**config.mk**
```make
export PLATFORM = sky130hd
export DESIGN_NAME = afie_trig
export DESIGN_NICKNAME = d
export VERILOG_FILES = /design/src/rtl/afie_pkg.sv /design/src/rtl/afie_trig.sv
export SDC_FILE = /design/constraint.sdc
export NUM_CORES = 1
export LEC_CHECK = 0
export BUFFER_PORTS_ARGS = -buffer_cell sky130_fd_sc_hd__clkbuf_2
export CAP_MARGIN = 20
export CORE_AREA = 2 2 111 113
export DETAILED_ROUTE_END_ITERATION = 10
export DIE_AREA = 0 0 113 115
export GPL_ROUTABILITY_DRIVEN = 0
export PLACE_DENSITY = 0.75
export SYNTH_ARGS = -nofsm -noshare
export SYNTH_HDL_FRONTEND = slang
export SYNTH_SLANG_ARGS = --single-unit
```
**constraint.sdc**
```tcl
create_clock -name vclk -period 8.3
set_clock_uncertainty 0.15 [all_clocks]
set_input_delay 0.83 -clock vclk [all_inputs]
set_output_delay 0.83 -clock vclk [all_outputs]
set_load 0.01 [all_outputs]
```
**src/rtl/afie_pkg.sv**
```systemverilog
// Shared constants, types and the quarter-wave sine table of the angular Fourier engine.
package afie_pkg;

    localparam int PAN_HARMONICS  = 8;
    localparam int TILT_HARMONICS = 8;
    localparam int PAIR_COUNT     = PAN_HARMONICS * TILT_HARMONICS;
    localparam int HARM_W         = 3;
    localparam int PAIR_W         = 6;
    localparam int ANGLE_W        = 9;
    localparam int TRIG_W         = 16;
    localparam int SUM_W          = 32;
    localparam int ROW_W          = 4 * SUM_W;
    localparam int QUARTER_ENTRIES = 91;

    localparam logic [63:0] PI_Q30 = 64'd3373259426;

    typedef logic [QUARTER_ENTRIES-1:0][TRIG_W-1:0] sin_tab_t;

    typedef struct packed {
        logic signed [TRIG_W-1:0] sin_val;
        logic signed [TRIG_W-1:0] cos_val;
    } trig_pair_t;

    typedef enum logic [2:0] {
        ST_IDLE,
        ST_ACC,
        ST_DRAIN,
        ST_EM_RD,
        ST_EM_SQ,
        ST_EM_SUM,
        ST_EM_OUT,
        ST_EM_WAIT
    } afie_state_t;

    // Q1.15 sine of 0..90 degrees from a Q30 Taylor series, rounded and clipped.
    function automatic sin_tab_t build_sin_tab();
        sin_tab_t           t;
        logic [63:0]        x;
        logic [63:0]        x2;
        logic [63:0]        term;
        logic signed [63:0] s;
        logic [63:0]        q;
        for (int k = 0; k < QUARTER_ENTRIES; k++)
        begin
            x    = (64'(k) * PI_Q30) / 64'd180;
            x2   = (x * x) >> 30;
            term = x;
            s    = $signed(x);
            for (int n = 1; n <= 8; n++)
            begin
                term = ((term * x2) >> 30) / 64'((2 * n) * (2 * n + 1));
                if ((n % 2) == 1)
                    s = s - $signed(term);
                else
                    s = s + $signed(term);
            end
            if (s < 0)
                s = 0;
            q = ($unsigned(s) + 64'd16384) >> 15;
            if (q > 64'd32767)
                q = 64'd32767;
            t[k] = q[TRIG_W-1:0];
        end
        return t;
    endfunction

    localparam sin_tab_t SIN_TAB = build_sin_tab();

endpackage

```
**src/rtl/afie_trig.sv**
```systemverilog
// Sine and cosine lookup of a whole-degree angle through quadrant folding.
module afie_trig (
    input  logic [afie_pkg::ANGLE_W-1:0] angle,
    output afie_pkg::trig_pair_t         trig
);
    import afie_pkg::*;

    logic [ANGLE_W-1:0] cos_angle;

    function automatic logic signed [TRIG_W-1:0] fold_sin(input logic [ANGLE_W-1:0] d);
        logic [ANGLE_W-1:0] k;
        logic               neg;
        logic [TRIG_W-1:0]  mag;
        if (d <= ANGLE_W'(90))
        begin
            k   = d;
            neg = 1'b0;
        end
        else if (d <= ANGLE_W'(180))
        begin
            k   = ANGLE_W'(180) - d;
            neg = 1'b0;
        end
        else if (d <= ANGLE_W'(270))
        begin
            k   = d - ANGLE_W'(180);
            neg = 1'b1;
        end
        else
        begin
            k   = ANGLE_W'(360) - d;
            neg = 1'b1;
        end
        mag = SIN_TAB[k[6:0]];
        return neg ? -$signed(mag) : $signed(mag);
    endfunction

    always_comb
    begin
        cos_angle = angle + ANGLE_W'(90);
        if (cos_angle >= ANGLE_W'(360))
            cos_angle = cos_angle - ANGLE_W'(360);
        trig.sin_val = fold_sin(angle);
        trig.cos_val = fold_sin(cos_angle);
    end

endmodule

```
# == Word level (Yosys, flattened, before mapping) ==
# Memory sizes are Yosys's and may differ from the RTL's.
# Index checks and enable logic that the tools add are counted.
# word_totals
input_bits,9
word_cells,36
latch_bits,0
out_inout_bits,32
ff_bits,0
ramBits,0
n_memories,2
rom_bits,4096
# classes
n_eq_ne,0
n_reduce_logical,0
mul,0
div_mod_pow,0
shift,0
add_sub_neg,10
order_cmp,9
bitwise,0
muxes,15
# mem_list
memory,depth,word_bits,rd,rd_ports_with_merged_regs,wr,line_no,rtl
(no name shown),128,16,1,0,0,afie_trig.sv:34,mag = SIN_TAB[k[6:0]];
(no name shown),128,16,1,0,0,afie_trig.sv:34,
# op_table
cell,count
$mux W16,4
$mux W7,6
$neg A16 Y16,2
$le A9 B7 Y1 const B,2
$le A9 B8 Y1 const B,2
$le A9 B9 Y1 const B,2
$lt A7 B8 Y1 const B,2
$sub A6 B7 Y7 const A,2
$sub A7 B6 Y7 const B,2
$sub A7 B7 Y7 const A,2
$add A9 B7 Y9 const B,1
$ge A9 B9 Y1 const B,1
$mux W9,1
$sub A9 B9 Y9 const B,1
$mux W1,4

# == Longest topological paths before layout ==
# depth
word_depth,11
depth_mapped,33
depth_no_buf,26

# == Least setup slack after synthesis ==
# No wires, ideal clock.
# synth_path
path_type,in2out
from,input angle[3] (netlist name)
to,output trig[14] (netlist name)
n_path_buf,8
cell_stages,32
setup_slack_ns,-0.052
t_arrival_ns,7.372
path_cell_list,buf_6 -> buf_2 -> inv_1 -> ha_1 -> a21oi_1 -> xor2_1 -> inv_1 -> ha_1 -> inv_1 -> a41o_1 -> a22oi_1 -> or4_1 -> and2_1 -> clkbuf_1 -> a311oi_2 -> mux2i_1 -> a2bb2oi_4 -> buf_4 -> buf_2 -> buf_2 -> buf_2 -> nor2_2 -> o21ai_0 -> a32o_1 -> o32a_1 -> inv_1 -> ha_1 -> inv_1 -> or4_1 -> clkbuf_1 -> or4_1 -> nand3_1
# synth_lines
element,line_no,rtl
start: declaration,afie_trig.sv:3,"input logic [afie_pkg::ANGLE_W-1:0] angle,"
end: declaration,afie_trig.sv:4,output afie_pkg::trig_pair_t trig

==> metrics <==
IO Port Bufs 41; final core occ 58.8%; Crit path required time 7.32 ns; share of layout cells above drive strength 1 16.9%; CP Class input pin to output pin; pin count of the biggest net entering global routing 48; largest family of logic cells by synthesized area compound AO/OA/AOI/OAI gates; HPWL Detailed 16000 um; DRT Wirelength 22800 um; ANT nets after route 0; Die W 113 um; initial antenna violation count 0; first-pass GRT wire length 35800 um; diode count 0; Switching Power 1.10 mW; grt ovf 0; Avg Inst Size Synth 6.44 um2; RSZ-0062 raised after global routing false; Flop pwr share 0%; GRT Total Usage 32.3%; die area 0.0130 mm2; Fin. Hold Viols 0; number of DRC markers in iteration 0 1529; # setup viols final 0; total core area 0.0118 mm2; Startpoint Class input pin; Syn Std Cell Area 0.00633 mm2; Compound-Gate Fraction of Synth Area 46.4%; switching share of total power 62.4%; peak supply drop 0.205 mV; worst slew pin tran 1.21 ns; HP Start angle[8]; Starting Density 53.6%; clock share of power 0%; io pins 41; static leakage 2.65 nW; most common cell after layout, fill and taps aside nand2_1; vias in the first global route 7230; cell-internal power 0.664 mW; routed vias/inst 7.45; max_cap viols 0; synth warn 0; Seq. cell area 0 um2; Slew Viols, Final 0; num rows 40; outcome finished, violations left; fin crit share 97.4%; violated checks design-rule violations; Slew Limit Headroom 17.6%; minimum clock period 8.09 ns; syn nets 1030; combinational power share 100.0%; Clock Buffer Count 0; die span in y 115 um; TNS Setup 0 ns; power per cell area 254 mW/mm2; FILL cells 1109; cells after synthesis 983; fmax 124 MHz; commonest cells after routing, fill and taps aside nand2_1, nor2_1, a21oi_1, o21ai_0, buf_4; Min-Delay Path Class input pin to output pin; routed vias 8498; Critical Path Sink Type output pin; Yosys cell types 94; Adder-Cell Fraction of Synth Area 7.63%; CP arrival 7.11 ns; Post-Synth XOR/XNOR Area 6.06%; critical path peak fanout 13; FF+latch count 0; Synth Area in Simple Gates 24.9%; mux cell area share after synthesis 5.51%; CP startpoint angle[2]; wire per inst 20.0 um; P&R area growth vs syn 9.64%; DRC 4; sequential area share after synthesis 0%; # nets final 1042; drt pass-1 iters 11
## cell families (layout without fill, tap and decap cells)
| logic type | after synthesis | in the layout |
|---|---|---|
| simple gates | 334 | 334 |
| compound gates | 411 | 412 |
| mux | 28 | 28 |
| buf+inv | 129 | 138 |
| xor+xnor | 43 | 43 |
| fa+ha+maj | 38 | 38 |
## synth_stat cells, drive strengths merged, types with 19 or more instances
library cell,n,area [um2]
a211oi,27,213
a21oi,72,360
a31oi,24,150
buf,36,249
clkbuf,59,221
ha,37,463
inv,32,120
mux2i,19,203
nand2,113,427
nand3,25,125
nor2,90,345
nor3,30,155
o211ai,29,218
o21ai,75,375
xnor2,26,235
## what timing repair did
| item | CTS | global route |
|---|---|---|
| hold buffers | 0 | 0 |
| buffers inserted | 0 | 7 |
| resized for setup | 0 | 23 |
| endpoints found under the setup margin | 0 | 9 |
## routing by layer
| metal | GRT usage, % | share of wire, % | vias to the layer above | routed length, um |
|---|---|---|---|---|
| met3 | 6.38 | 13 | 187 | 3060 |
| met1 | 45.2 | 39 | 3792 | 8960 |
| met2 | 49.5 | 42 | 710 | 9510 |
| li1 | - | - | 3809 | - |
| met4 | 11.4 | 5.4 | 0 | 1230 |
| met5 | 0 | 0 | - | 0 |
## power by group through the flow
stage	registers, mW	clock network, mW	logic, mW
after CTS	0	0	1.62
after global placement	0	0	1.60
after floorplan	0	0	1.19
after detailed placement	0	0	1.62
after global routing	0	0	1.88
final	0	0	1.76
## area by class of cell
cell class	instances	area [um2]	area share, %
timing repair buffer	104	707	10.2
inverter	34	130	1.87
tap	147	184	2.65
multi-input combinational	855	5920	85.3
## worst max-delay path, cell delays in order
cell	delay [ns]
clkbuf_2	0.17
ha_1	0.30
or4b_4	0.52
o32a_1	0.42
or4_1	0.51
a311oi_2	0.35
nor2_2	0.13
a31o_2	0.30
a21oi_1	0.63
a2bb2oi_4	0.26
buf_4	0.24
nor2_2	0.09
o21ai_0	0.13
a32o_1	0.25
o32a_1	0.34
inv_1	0.09
ha_1	0.16
inv_1	0.05
or4_4	0.57
or4_1	0.54
nand3_1	0.08
clkbuf_2	0.13
## path summary, 6_finish.rpt
path / to / cells after the start / slack [ns]
setup / recovery: trig[14] / 22 / 0.21
hold / removal: trig[31] / 5 / 2.28
## metrics by stage
stage	power [mW]	instance area (um2)	worst slack, ns	hold WS (ns)	cells
finish	1.76	6940	0.212	2.28	1140
global route	1.88	6940	0.00140	2.33	1140
CTS	1.62	6780	0.136	2.26	1132
detailed placement	1.62	6780	0.147	2.26	1132
global placement	1.60	6780	0.259	2.27	1132
floorplan	1.19	6340	0.0175	2.12	983
Note: power is estimated with default switching activity, not from simulation.
